$ cat config.mk
export PLATFORM = sky130hd
export DESIGN_NAME = pwr2a_ram
export DESIGN_NICKNAME = d
export VERILOG_FILES = /design/src/rtl/pwr2a_ram.sv
export SDC_FILE = /design/constraint.sdc
export NUM_CORES = 1
export LEC_CHECK = 0
export ABC_AREA = 1
export ABC_CLOCK_PERIOD_IN_PS = 1200
export BUFFER_PORTS_ARGS = -buffer_cell sky130_fd_sc_hd__buf_2
export CORE_ASPECT_RATIO = 1.5
export CORE_MARGIN = 5
export CORE_UTILIZATION = 55
export CTS_CLUSTER_SIZE = 28
export DETAILED_ROUTE_END_ITERATION = 10
export PLACE_DENSITY = 0.77
export REMOVE_ABC_BUFFERS = 1
export SETUP_SLACK_MARGIN = 0.15
export SYNTH_ARGS = -nofsm -noshare
export SYNTH_HDL_FRONTEND = slang
export SYNTH_SLANG_ARGS = --single-unit
$ cat constraint.sdc
create_clock -name clk -period 1.2 [get_ports clk]
set_clock_uncertainty 0.15 [all_clocks]
set_input_delay 0.06 -clock clk [delete_from_list [all_inputs] [get_ports clk]]
set_output_delay 0.06 -clock clk [all_outputs]
set_load 0.05 [all_outputs]
$ cat src/rtl/pwr2a_ram.sv
// Simple dual-port synchronous RAM with a registered read.
// Same-cycle write to the address being read is forwarded. No dependencies.
module pwr2a_ram #(
  parameter int DEPTH = 16,
  parameter int WIDTH = 8,
  parameter int AW    = 4
) (
  input  logic             clk,
  input  logic             rst_n,
  input  logic             re,
  input  logic [AW-1:0]    raddr,
  input  logic             we,
  input  logic [AW-1:0]    waddr,
  input  logic [WIDTH-1:0] wdata,
  output logic [WIDTH-1:0] rdata
);

  logic [WIDTH-1:0] mem [DEPTH];
  logic [WIDTH-1:0] rd_r;
  logic [WIDTH-1:0] fwd_data_r;
  logic             fwd_r;

  // Storage write and registered read
  always_ff @(posedge clk) begin
    if (we) begin
      mem[waddr] <= wdata;
    end
    if (re) begin
      rd_r <= mem[raddr];
    end
    fwd_data_r <= wdata;
  end

  // Bypass flag for a read that collides with a write
  always_ff @(posedge clk) begin
    if (!rst_n) begin
      fwd_r <= 1'b0;
    end else if (re) begin
      fwd_r <= we && (waddr == raddr);
    end
  end

  assign rdata = fwd_r ? fwd_data_r : rd_r;

endmodule

[Word level (Yosys, flattened, before mapping)]
Memory sizes are Yosys's and may differ from the RTL's. A register that Yosys moved wholly into a read port is not among the register bits.
Cells that the tools add are included.
Word-level totals
  flip-flop bits (word level): 9
  bits in writable memories: 128
  bits of input ports: 20
  output and inout bits: 8
  word-level logic and storage cells: 8
  memories kept: 1
Memory list
  mem: depth 16, width 8, rd ports 1, clocked after Yosys merged registers in 1, wr ports 1, line 18  | logic [WIDTH-1:0] mem [DEPTH];
Operators by class
  equal/unequal tests: 1
  muxes and demuxes: 3
  reductions and logical operators: 1
Operators with widths (number)
  $mux W8: 1
  $eq A4 B4 Y1: 1
  $mux W1: 2
  $logic_and A1 B1 Y1: 1

[Depth between registers and ports, before layout]
  depth in word-level cells: 2
  gate-level depth with buffers: 8
  mapped depth without buffers: 7

[Least setup slack after synthesis]
OpenSTA, ideal clock, no wires.
  kind: input to register
  from: in waddr[3]
  to: mem mem[3][0], enable pin
  setup time: 0.370 ns
  arrival: 0.637 ns
  data required time: 0.680 ns
  path slack: 0.043 ns
  cell stages on the path: 3
  buffers on the path: 0
  cell sequence: inv_1 -> nand3_1 -> nor2_1
RTL lines
  from (decl): line 13  | input logic [AW-1:0] waddr,
  to (decl): line 18
Straight into the memory's write port.

[Final worst setup path]
  from: reg fwd_r
  to: out rdata[1]
Between the ends
  longest elaborated chain between the ends: 1
Ends and longest elaborated chain
  from (decl): line 21  | logic fwd_r;
  from (signal assigned): line 39  | fwd_r <= we && (waddr == raddr);
  $mux W8: line 43  | assign rdata = fwd_r ? fwd_data_r : rd_r;
  to (decl): line 15  | output logic [WIDTH-1:0] rdata
Every way passes these cells.

==> results.toml <==
[sta]
worstMarginPinSlew_ns = 0.427
drv_slew = 0
rsz0062_at_grt = "true"
maxSlewHeadroom_pct = 71.5
hold_viol_final = 8
timing.fmax_mhz = 641
worst_slack_ns = -0.361
hold_ws_ns = -0.109
period_minus_slack_ns = 1.56
setup_viol = 15
finalCritPeriodShare_pct = 130
setup_tns_ns = -3.09

[worst_setup_path]
arrival_ns = 1.35
worst_setup_path_start_kind = "flop"
worstSetupPathType = "flop to primary output"
rrSetupSlack_ns = -0.08
slowest_delay_ns = 0.33
critPathMaxFanout = 6
path_cells = "buf_6 -> mux2_4 -> buf_8"
crit_required_ns = 0.99
critPathSlowestCell = "dfxtp_2"
worstSetupEndpointType = "primary output"

[finish]
nets = 674
layout_commonest_cell = "nand2_1"
layout_common_cells = "nand2_1 (182), edfxtp_1 (136), inv_1 (101)"
drive_gt1_share_pct = 24.9
post-route-util_pct = 71.3
synthToLayoutAreaGrowth_pct = 27.0
fillers = 785
diodes = 0
layout.cells.non_filler = 814

[global_route]
grt_max_degree = 45
grt_pass1_wl_microns = 22900
track_usage_pct = 23.6
met3_usage_pct = 4.43
grt_pass1_vias = 4336
grt_antenna_before_repair = 0
use_met2_pct = 38.8
busiest_layer = "met2"
use_met1_pct = 28.4
grt_overflow = 0

[synth]
synthArstFlopShare_pct = 0
yosysSeqAreaShare_pct = 69.1
synth_top_family_by_area = "simple AND/OR/NAND/NOR gates"
synthCells = 588
avgSynthCellArea_sq_um = 10.5
yosysWarnings = 0
synth_xor_area_share_pct = 0
synthMuxAreaShare_pct = 1.46
ys_ff_latch = 145
synth_compound_area_share_pct = 0.203
yosys.area_share.simple_pct = 20.5
synth_cell_types = 15
synth_area_sq_um = 6170
ys.flop_type = "edfxtp_1"
synthAdderAreaFrac_pct = 0
synth_edf_count = 136

[clock_tree]
cts_setup_buffers = 0
path_clk_slew_ns = 0.06
cts_buffers = 17
clock_path_buffers = 2
clock_sinks = 145
cts_max_level = 4
clock_latency_ns = 0.41
cts_tree = "done"
postCtsHoldBufs = 16
cts_root_buf = "clkbuf_16"

[status]
violations = "negative hold slack, negative setup slack"
outcome = "finished with violations"

[route]
routed_wl_microns = 15200
drc_errors = 0
wl_per_cell_microns = 18.7
firstDrtPassIters = 4
vias_per_cell = 5.32
route.antenna.remaining_nets = 0
vias = 4333
drt_iter0_drc = 336

[floorplanning]
start_util_pct = 56.1
die_y_microns = 140
coreArea_sq_um = 11000
rows = 47
die_area_sq_um = 13500
pin_count = 28
die_w_microns = 96.5

[placed_design]
gp_congestion = 0.916
dp_cells = 768
portBuffers = 27
hpwl_microns = 9160

[power]
power_mw = 11.8
power.density_cell_area_nw_per_um2 = 1510
p_leak_nw = 3.40
ir_drop_mv = 1.11

[hold_path]
hp-class = "input pin to flop"

[job]
max_cap_violations = 0
synth_stat cells, types with 4 or more instances:
cell type / instances / share of area [%]
inv_1: 101 / 6.1
buf_2: 18 / 1.5
edfxtp_1: 136 / 66
dfxtp_1: 9 / 2.9
nand2_1: 183 / 11
buf_6: 4 / 0.73
mux2_2: 8 / 1.5
nand3_1: 101 / 8.2
inv_2: 4 / 0.24
nor2_1: 19 / 1.2
area by class of cell:
cell class                 count  area [sq um]  share of cell area (%)
sequential                   145          4270                    54.4
multi-input combinational    313          1740                    22.2
timing repair buffer          72           684                    8.73
clock buffer                  19           433                    5.52
inverter                     105           394                    5.03
tap                          147           184                    2.35
clock inverter                13           136                    1.74
where the power goes:
group | switching (mW) | internal (mW)
sequential | 0.0325 | 5.67
clock | 1.98 | 3.05
combinational | 0.691 | 0.386
total | 2.71 | 9.10
sequential cells by signal, indices dropped and copies added (netlist names):
signal / flops
fwd_data_r: 8
mem: 128
fwd_r: 1
rd_r: 8
logic make-up (layout without fill, tap and decap cells):
group / count (synthesis) / in the layout
muxes: 8 / 8
and+or+nand+nor: 303 / 303
DFF: 145 / 145
buffers and inverters: 130 / 209
AOI/OAI and AO/OA: 2 / 2
routing by layer:
layer / wire length [microns] / part of all wire, % / vias to the layer above
met5: 0 / 0 / -
met4: 740 / 4.9 / 0
met3: 893 / 5.9 / 45
met2: 8100 / 53 / 181
met1: 5510 / 36 / 2073
li1: - / - / 2034
worst max-delay path, delay by kind of cell (launching register included):
| kind | cells | cell delay (ns) |
|---|---|---|
| DFF | 1 | 0.33 |
| buffers and inverters | 2 | 0.29 |
| muxes | 1 | 0.32 |
worst paths after layout:
kind,startpoint,to,depth (start not counted)
max,fwd_r,rdata[1],3
max reg2reg,mem[14][1],rd_r[1],6
min,re,rd_r[1],1
min reg2reg,fwd_r,fwd_r,3
what timing repair did:
item                                    CTS  global route
gates resized for setup                  73            32
endpoints found under the setup margin   16            17
pin swaps                                41            19
endpoints found under the hold margin   147             8
stage by stage:
stage,instance area (sq um),setup slack (ns)
floorplan,6020,-0.123
global placement,6660,-0.189
detailed placement,6660,-0.212
CTS,7710,-0.381
global route,7840,-0.393
finish,7840,-0.361
(Power assumes the default switching activity.)
