[config.mk]
export PLATFORM = sky130hd
export DESIGN_NAME = pwr2a_size_cls
export DESIGN_NICKNAME = d
export VERILOG_FILES = /design/src/rtl/pwr2a_pkg.sv /design/src/rtl/pwr2a_size_cls.sv
export SDC_FILE = /design/constraint.sdc
export NUM_CORES = 1
export LEC_CHECK = 0
export BUFFER_PORTS_ARGS = -buffer_cell sky130_fd_sc_hd__buf_4
export CORE_MARGIN = 2
export CORE_UTILIZATION = 50
export DETAILED_ROUTE_END_ITERATION = 12
export PLACE_DENSITY = 0.79
export SLEW_MARGIN = 20
export SYNTH_ARGS = -nofsm -noshare
export SYNTH_HDL_FRONTEND = slang
export SYNTH_SLANG_ARGS = --single-unit
[constraint.sdc]
create_clock -name vclk -period 15.1
set_clock_uncertainty 0.2 [all_clocks]
set_input_delay 3.02 -clock vclk [all_inputs]
set_output_delay 3.02 -clock vclk [all_outputs]
set_load 0.01 [all_outputs]
[src/rtl/pwr2a_pkg.sv]
// Package for the power-of-two buffer allocator.
// Shared types, FSM states and fixed field widths; no dependencies.
package pwr2a_pkg;

  // Fixed payload widths
  localparam int ADDR_W      = 17;
  localparam int SIZE_W      = 16;
  localparam int NUM_CLASSES = 9;
  localparam int TOP_CLASS   = 8;
  localparam int CLS_W       = 4;

  // Request kinds
  localparam logic KIND_ALLOC = 1'b0;
  localparam logic KIND_FREE  = 1'b1;

  // Size class of a request; over is set when no class fits
  typedef struct packed {
    logic             over;
    logic [CLS_W-1:0] cls;
  } cls_info_t;

  typedef enum logic [3:0] {
    ST_IDLE,
    ST_DECIDE,
    ST_POP,
    ST_SCAN,
    ST_CARVE,
    ST_FREE,
    ST_WSTART,
    ST_WALK,
    ST_DONE
  } alloc_state_t;

endpackage

[src/rtl/pwr2a_size_cls.sv]
// Size-class decoder: rounds a byte count up to a power-of-two class.
// Depends on pwr2a_pkg.
module pwr2a_size_cls #(
  parameter int MIN_BUFFER = 32
) (
  input  logic [pwr2a_pkg::SIZE_W-1:0] size,
  output pwr2a_pkg::cls_info_t         info
);

  logic [pwr2a_pkg::CLS_W-1:0] cnt;

  // Count the class thresholds the size exceeds
  always_comb begin
    cnt = '0;
    for (int c = 0; c < pwr2a_pkg::NUM_CLASSES; c++) begin
      if (18'(size) > 18'(MIN_BUFFER << c)) begin
        cnt = cnt + 1'b1;
      end
    end
    info.cls  = cnt;
    info.over = (cnt == pwr2a_pkg::CLS_W'(pwr2a_pkg::NUM_CLASSES));
  end

endmodule

== Yosys cells after proc, flatten, opt, wreduce, memory -nomap -nowiden ==
Index checks and enable logic that the tools add are counted.
Storage, ports and cells
  input port bits: 16
  word-level logic and storage cells: 27
  register bits: 0
  output and inout port bits: 5
Operators by class
  multiplexer cells: 9
  equality and inequality tests: 1
  $add $sub $neg: 8
  magnitude comparators: 9
Operator list (count)
  $add 4x1->4 const B: 8
  $mux 4: 8
  $gt 16x10->1 const B: 1
  $gt 16x11->1 const B: 1
  $gt 16x12->1 const B: 1
  $gt 16x13->1 const B: 1
  $gt 16x14->1 const B: 1
  $gt 16x6->1 const B: 1
  $gt 16x7->1 const B: 1
  $gt 16x8->1 const B: 1
  $gt 16x9->1 const B: 1
  $eq 4x4->1 const B: 1
  $mux 1: 1

== Logic depth before layout (Yosys ltp) ==
Gate-level depths: netlist of run 1.
  depth in word-level cells: 19
  gate-level depth with buffers: 30
  mapped depth without buffers: 29

== Worst setup path before layout of run 1 ==
Ideal clock, no wire load.
  kind: input -> output
  start point: input size[12] (netlist bit)
  end point: output info[4] (netlist bit)
  setup slack: 3291 ps
  arrival: 8589 ps
  buffers on the path: 1
  stages: 30
  required time: 11880 ps
  cells stage by stage: or4_4 > buf_6 > nor2_1 > nand2_1 > or3_1 > inv_1 > ha_1 > a21bo_2 > and2_1 > ha_1 > a21boi_0 > a41oi_1 > inv_1 > ha_1 > nor2_1 > a21oi_1 > ha_1 > o22ai_1 > a21oi_1 > ha_1 > nand2_1 > nand2b_1 > ha_1 > a211oi_1 > inv_1 > ha_1 > nand2_1 > o21ai_0 > or3b_1 > nor3_2
RTL lines
  start: declaration: line pwr2a_size_cls.sv:6  | input logic [pwr2a_pkg::SIZE_W-1:0] size,
  end: declaration: line pwr2a_size_cls.sv:7  | output pwr2a_pkg::cls_info_t info

==> impl_metrics.ini, run 1 <==
[sta]
final-setup-viol-count = 0
maxSlewViolCount = 0
fin_crit_sh_pct = 81.9
clock.fmax_ghz = 0.0809
fin_ws_ps = 2730
rsz0062_at_grt = no
hold_viol = 0
worst_slew_pin_slew_ps = 587
max_slew_margin_pct = 60.6
setup_tns_ps = 0
min_period_ps = 12370

[power]
p_leak_nw = 0.428
ir_drop_mv = 0.0208
power_density_nw_per_um2 = 18.3

[global_routing]
grt_pass1_wl_um = 3350
antenna_found_initial = 0
grt_pass1_vias = 815
grt_max_degree = 12
grt.total_usage_pct = 20.4
overflow = 0

[floorplanning]
die_width_um = 46.6
die_area_um2 = 2170
chipHeight_um = 46.6
start_util_pct = 53.0
io_pins = 21
placementRows = 15
core-area_um2 = 1710

[yosys]
avgSynthCellArea_um2 = 7.08
synthCells = 128
yosys.area.top_type_share_pct = 11.0
synthTopCellsByArea = ha_1 11%, nand2_1 5.4%, xnor2_1 4.8%
synth.most_common_cell = nand2_1
yosysTopAreaCell = ha_1
synth_commonest_cells = 13 x nand2_1, 8 x ha_1, 7 x nor3_1
ys_warn_count = 0
yosysSeqAreaShare_pct = 0
yosys.cell_types.count = 56
syn_area_um2 = 906
synth_fp_nets = 152

[cells_and_area]
syn_to_final_growth_pct = 17.1
seq_area_um2 = 0
finalCoreUtilization_pct = 62.1
layout-drive-gt1-share_pct = 26.4
nClkBuffers = 0
fin_nets = 170
multi_input_area_um2 = 846
fillers = 141
seq_cell_count = 0
diodes = 0

[clock_network]
cts_hold_buf = 0
post_cts_buffers = 0
postCtsResizedCells = 0

[routing]
wl_um = 2080
via_per_inst = 6.07
first_pass_iters = 4
final_antenna_net_count = 0
drc = 0
wire_per_inst_um = 12.3
drt-initial-drc-count = 17
vias = 1025

[setup_path]
path_buf_inv = 5
criticalPathCategory = input port to output port
startpoint_type = input port
crit_fanout = 11
slowest_delay_ps = 590
crit_top_cell = ha_1
slowest_stage = or4_4
crit_arrival_ps = 9150
crit_path_end_kind = output port
crit_family = simple AND/OR/NAND/NOR gates
critPathRequiredTime_ps = 11880

[place]
post-dp-hpwl_um = 1770
dp_slack_ps = 2720
gp_congestion = 0.883
io_buffers = 21

[status]
outcome = completed

[min_path]
min_path_type = input port to output port

[run]
max_cap_viol_count = 0
-- cell families (layout without fill, tap and decap cells) --
family                   count (synthesis)  count (layout)  synth area share (%)
AND/OR/NAND/NOR                         57              57                  36.9
AO/OA/AOI/OAI                           39              39                  32.0
buffers and inverters                   12              28                  6.63
XOR/XNOR                                11              11                  12.2
adder cells (fa/ha/maj)                  8               8                  11.1
multiplexers                             1               1                  1.24
-- worst min-delay path: cells and delay by family --
kind	cells	cell delay [ps]
XOR/XNOR	1	90
buffers and inverters	2	230
AO/OA/AOI/OAI	1	170
-- worst paths after layout --
path	end	depth (start not counted)	startpoint
setup / recovery	info[4]	31	size[12]
hold / removal	info[0]	4	size[14]
-- report_power, final --
group          internal, mW  total (mW)  switching (mW)
Clock                     0           0               0
Combinational       0.00985      0.0194         0.00952
Sequential                0           0               0
Total               0.00985      0.0194         0.00952
-- cell usage in the layout (no fill, tap or decap), types with 2 or more instances in the layout --
cell and count:
nand2_1 13, o21ai_0 5, nor2_1 6, xor2_1 5, o22ai_1 2, or4_1 2
or3_2 2, o211ai_1 3, o41ai_1 2, nor4_1 3, or3_4 2, inv_1 6
xnor2_1 5, ha_1 8, or2_2 2, a211oi_1 3, nor2b_1 2, and2_1 3
a21oi_1 6, a32oi_1 2, nor3_1 7, buf_4 21, or3_1 2, nand3_1 2
-- layout make-up --
class	count	share of cell area, %
Tap cell	25	2.95
Multi-Input combinational cell	116	79.7
Timing Repair Buffer	21	14.9
Inverter	7	2.48
-- per-layer routing --
layer / part of all wire (%) / wire length [um] / up-vias / track usage, %
li1: - / - / 529 / -
met1: 44 / 908 / 476 / 27.0
met2: 55 / 1140 / 20 / 38.9
met4: 0 / 0 / 0 / 0
met3: 1.3 / 28 / 0 / 0
met5: 0 / 0 / - / 0
-- stage by stage --
stage	hold slack, ps	total power, mW	area, um2	cells
2_1_floorplan	6090	0.0110	906	128
3_3_place_gp	6320	0.0191	1060	169
3_5_place_dp	6340	0.0194	1060	169
4_1_cts	6340	0.0195	1060	169
5_1_grt	6370	0.0214	1060	169
6_report	6340	0.0194	1060	169
(Power assumes the default switching activity.)
==> run 2: changes to the inputs <==
==> constraint.sdc (replaced) <==
create_clock -name vclk -period 12.3
set_clock_uncertainty 0.2 [all_clocks]
set_input_delay 2.46 -clock vclk [all_inputs]
set_output_delay 2.46 -clock vclk [all_outputs]
set_load 0.01 [all_outputs]
==> run 2 against run 1 <==
Die area is the same. Non-clock buffer count is the same. Utilization is the same. Clock-buffer cell count is the same. Power grew 26%. Largest cell class unchanged.
==> impl_metrics.ini, run 2 (synthesis results as in run 1) <==
[routing]
final_antenna_net_count = 0
drc = 0
drt-initial-drc-count = 27
wl_um = 2290
vias = 1064
via_per_inst = 6.30
wire_per_inst_um = 13.5
first_pass_iters = 4

[setup_path]
critPathRequiredTime_ps = 9640
path_buf_inv = 5
crit_top_cell = ha_1
crit_family = simple AND/OR/NAND/NOR gates
crit_arrival_ps = 8850
slowest_stage = or4_4
criticalPathCategory = input port to output port
crit_path_end_kind = output port
slowest_delay_ps = 600
startpoint_type = input port
crit_fanout = 11

[place]
io_buffers = 21
placed_cell_area_um2 = 1060
post-dp-hpwl_um = 1900
gp_congestion = 0.887

[run]
max_cap_viol_count = 0

[global_routing]
grt_pass1_vias = 940
grt_max_degree = 12
grt_pass1_wl_um = 3710
overflow = 0
antenna_found_initial = 0
grt.total_usage_pct = 22.4

[cells_and_area]
layout_commonest_cell = buf_4
fin_nets = 170
nClkBuffers = 0
syn_to_final_growth_pct = 17.1
seq_cell_count = 0
seq_area_um2 = 0
final_cell_mix = 21 x buf_4, 13 x nand2_1, 8 x ha_1, 7 x nor3_1
diodes = 0
final_area_um2 = 1060
fillers = 154
layout-drive-gt1-share_pct = 26.4

[sta]
maxSlewViolCount = 0
max_slew_margin_pct = 59.1
setup_tns_ps = 0
hold_viol = 0
final-setup-viol-count = 0
min_period_ps = 11510
fin_crit_sh_pct = 93.6
rsz0062_at_grt = no
worst_slew_pin_slew_ps = 605
clock.fmax_ghz = 0.0869

[floorplanning]
io_pins = 21
start_util_pct = 53.0
placementRows = 15
core-area_um2 = 1710
die_area_um2 = 2170
die_width_um = 46.6
chipHeight_um = 46.6

[power]
power_density_nw_per_um2 = 22.9
p_leak_nw = 0.428
ir_drop_mv = 0.0203

[clock_network]
post_cts_buffers = 0
cts_hold_buf = 0
postCtsResizedCells = 0

[min_path]
min_path_type = input port to output port

[status]
outcome = completed
## run 2: power by group
group          internal [mW]  switching [mW]  leakage, nW  total [mW]
clock                      0               0            0           0
combinational         0.0121          0.0122        0.428      0.0243
sequential                 0               0            0           0
total                 0.0121          0.0122        0.428      0.0243
## run 2: path summary, 6_finish.rpt
kind,startpoint,end,depth (start not counted)
setup / recovery,size[12],info[4],31
hold / removal,size[14],info[0],4
## run 2: area by class of cell
cell class | instances | area (um2) | area share, %
multi-input combinational | 116 | 846 | 79.7
tap | 25 | 31.3 | 2.95
inverter | 7 | 26.3 | 2.48
timing repair buffer | 21 | 158 | 14.9
## run 2: stage by stage
step           power (mW)  worst slack [ps]  std cells  utilization, %  hold slack (ps)
6_report           0.0243               789        169            62.1             5210
5_1_grt            0.0265               511        169            62.1             5260
4_1_cts            0.0243               867        169            62.1             5210
3_5_place_dp       0.0242               879        169            62.1             5210
3_3_place_gp       0.0233              1120        169            62.1             5200
2_1_floorplan      0.0136              1610        128               -             4970
## run 2: tightest hold or removal path: cells and delay by family
kind	cells	cell delay, ps
buf+inv	2	230
compound gates	1	170
xor+xnor	1	90
## run 2: routing by layer
| layer | global-route usage, % | wire, um | vias up |
|---|---|---|---|
| met5 | 0 | 0 | - |
| met2 | 47.2 | 1250 | 27 |
| li1 | - | - | 531 |
| met4 | 0 | 0 | 0 |
| met3 | 0 | 75 | 0 |
| met1 | 25.9 | 965 | 506 |
==> run 3: changes to the inputs <==
--- a/config.mk
+++ b/config.mk
@@ -9,6 +9,7 @@
 export CORE_MARGIN = 2
 export CORE_UTILIZATION = 50
 export DETAILED_ROUTE_END_ITERATION = 12
+export MAX_ROUTING_LAYER = met4
 export PLACE_DENSITY = 0.79
 export SLEW_MARGIN = 20
 export SYNTH_ARGS = -nofsm -noshare
==> run 3 against run 2 <==
Clock-buffer cell count is the same. Worst setup slack gained 34 ps. Worst hold slack is essentially flat. Die area is the same. Sequential share of layout area is the same. Wire length grew 0.13%. Combinational power is essentially flat. Design area is the same. Sequential cell count is the same. Global-route usage grew 0.64 points. Non-clock buffer count is the same. Critical path type unchanged. Critical endpoint unchanged. Highest routed layer is now met4.
==> impl_metrics.ini, run 3 (synthesis results as in run 1) <==
[setup_path]
crit_arrival_ps = 8820
critPathRequiredTime_ps = 9640
slowest_stage = or4_4
startpoint_type = input port
crit_top_cell = ha_1
slowest_delay_ps = 600
crit_path_end_kind = output port
cp-startpoint = size[12]
crit_fanout = 11
criticalPathCategory = input port to output port

[cells_and_area]
diodes = 0
fillers = 154
multi_input_area_um2 = 846
layout-drive-gt1-share_pct = 26.4
seq_area_um2 = 0
layout_commonest_cell = buf_4
nClkBuffers = 0
final_cells = 169
final_cell_mix = 21 x buf_4, 13 x nand2_1, 8 x ha_1, 7 x nor3_1
syn_to_final_growth_pct = 17.1
seq_cell_count = 0
final_area_um2 = 1060
fin_nets = 170
finalCoreUtilization_pct = 62.1

[routing]
via_per_inst = 6.40
drc = 0
drt-initial-drc-count = 26
vias = 1082
first_pass_iters = 4
wl_um = 2290
wire_per_inst_um = 13.6
final_antenna_net_count = 0

[power]
p_leak_nw = 0.428
ir_drop_mv = 0.0203
power_density_nw_per_um2 = 23.0

[sta]
maxSlewViolCount = 0
worst_slew_pin_slew_ps = 582
clock.fmax_ghz = 0.0871
min_period_ps = 11480
final-setup-viol-count = 0
setup_tns_ps = 0
hold_viol = 0
rsz0062_at_grt = no
fin_ws_ps = 823
fin_crit_sh_pct = 93.3
max_slew_margin_pct = 60.9

[global_routing]
grt_max_degree = 12
antenna_found_initial = 0
grt_pass1_vias = 940
grt_pass1_wl_um = 3710
grt.total_usage_pct = 23.1
overflow = 0

[place]
post-dp-hpwl_um = 1900
numPlacedInstances = 169
dp_slack_ps = 879
gp_congestion = 0.902
io_buffers = 21
placed_cell_area_um2 = 1060

[min_path]
min_path_type = input port to output port
min_from = size[14]

[floorplanning]
die_width_um = 46.6
chipHeight_um = 46.6
placementRows = 15
die_area_um2 = 2170
start_util_pct = 53.0
io_pins = 21
core-area_um2 = 1710

[status]
outcome = completed

[clock_network]
postCtsResizedCells = 0
post_cts_buffers = 0
cts_hold_buf = 0

[run]
max_cap_viol_count = 0
-- run 3: cell counts in the layout (fill, tap and decap cells not counted) --
Identical to the previous run, type by type.
-- run 3: through the flow --
| step | hold WS (ps) | power [mW] |
|---|---|---|
| after floorplan | 4970 | 0.0136 |
| after global routing | 5260 | 0.0265 |
| after global placement | 5200 | 0.0233 |
| final | 5210 | 0.0244 |
| after detailed placement | 5210 | 0.0242 |
| after CTS | 5210 | 0.0243 |
-- run 3: layer usage --
metal	track usage (%)	part of all wire [%]	wire length, um	vias to the layer above
met1	25.9	41	928	503
met5	-	0	0	-
met4	0	0.087	2	0
li1	-	-	-	533
met3	0	5.4	123	2
met2	47.2	54	1240	44
-- run 3: where the power goes --
part           internal, mW  switching (mW)
Combinational        0.0121          0.0122
Sequential                0               0
Clock                     0               0
-- run 3: path summary, 6_finish.rpt --
check,to,slack (ps),depth (start not counted)
min,info[0],5210,4
max,info[4],820,31
-- run 3: cell type report --
class	count	area share [%]
Multi-Input combinational cell	116	79.7
Timing Repair Buffer	21	14.9
Tap cell	25	2.95
Inverter	7	2.48
-- run 3: worst max-delay path: cells and delay by family --
kind / cells / cell delay [ps]
buffers and inverters: 5 / 510
AOI/OAI and AO/OA: 8 / 1620
adders and majority gates: 7 / 1840
and+or+nand+nor: 11 / 2390
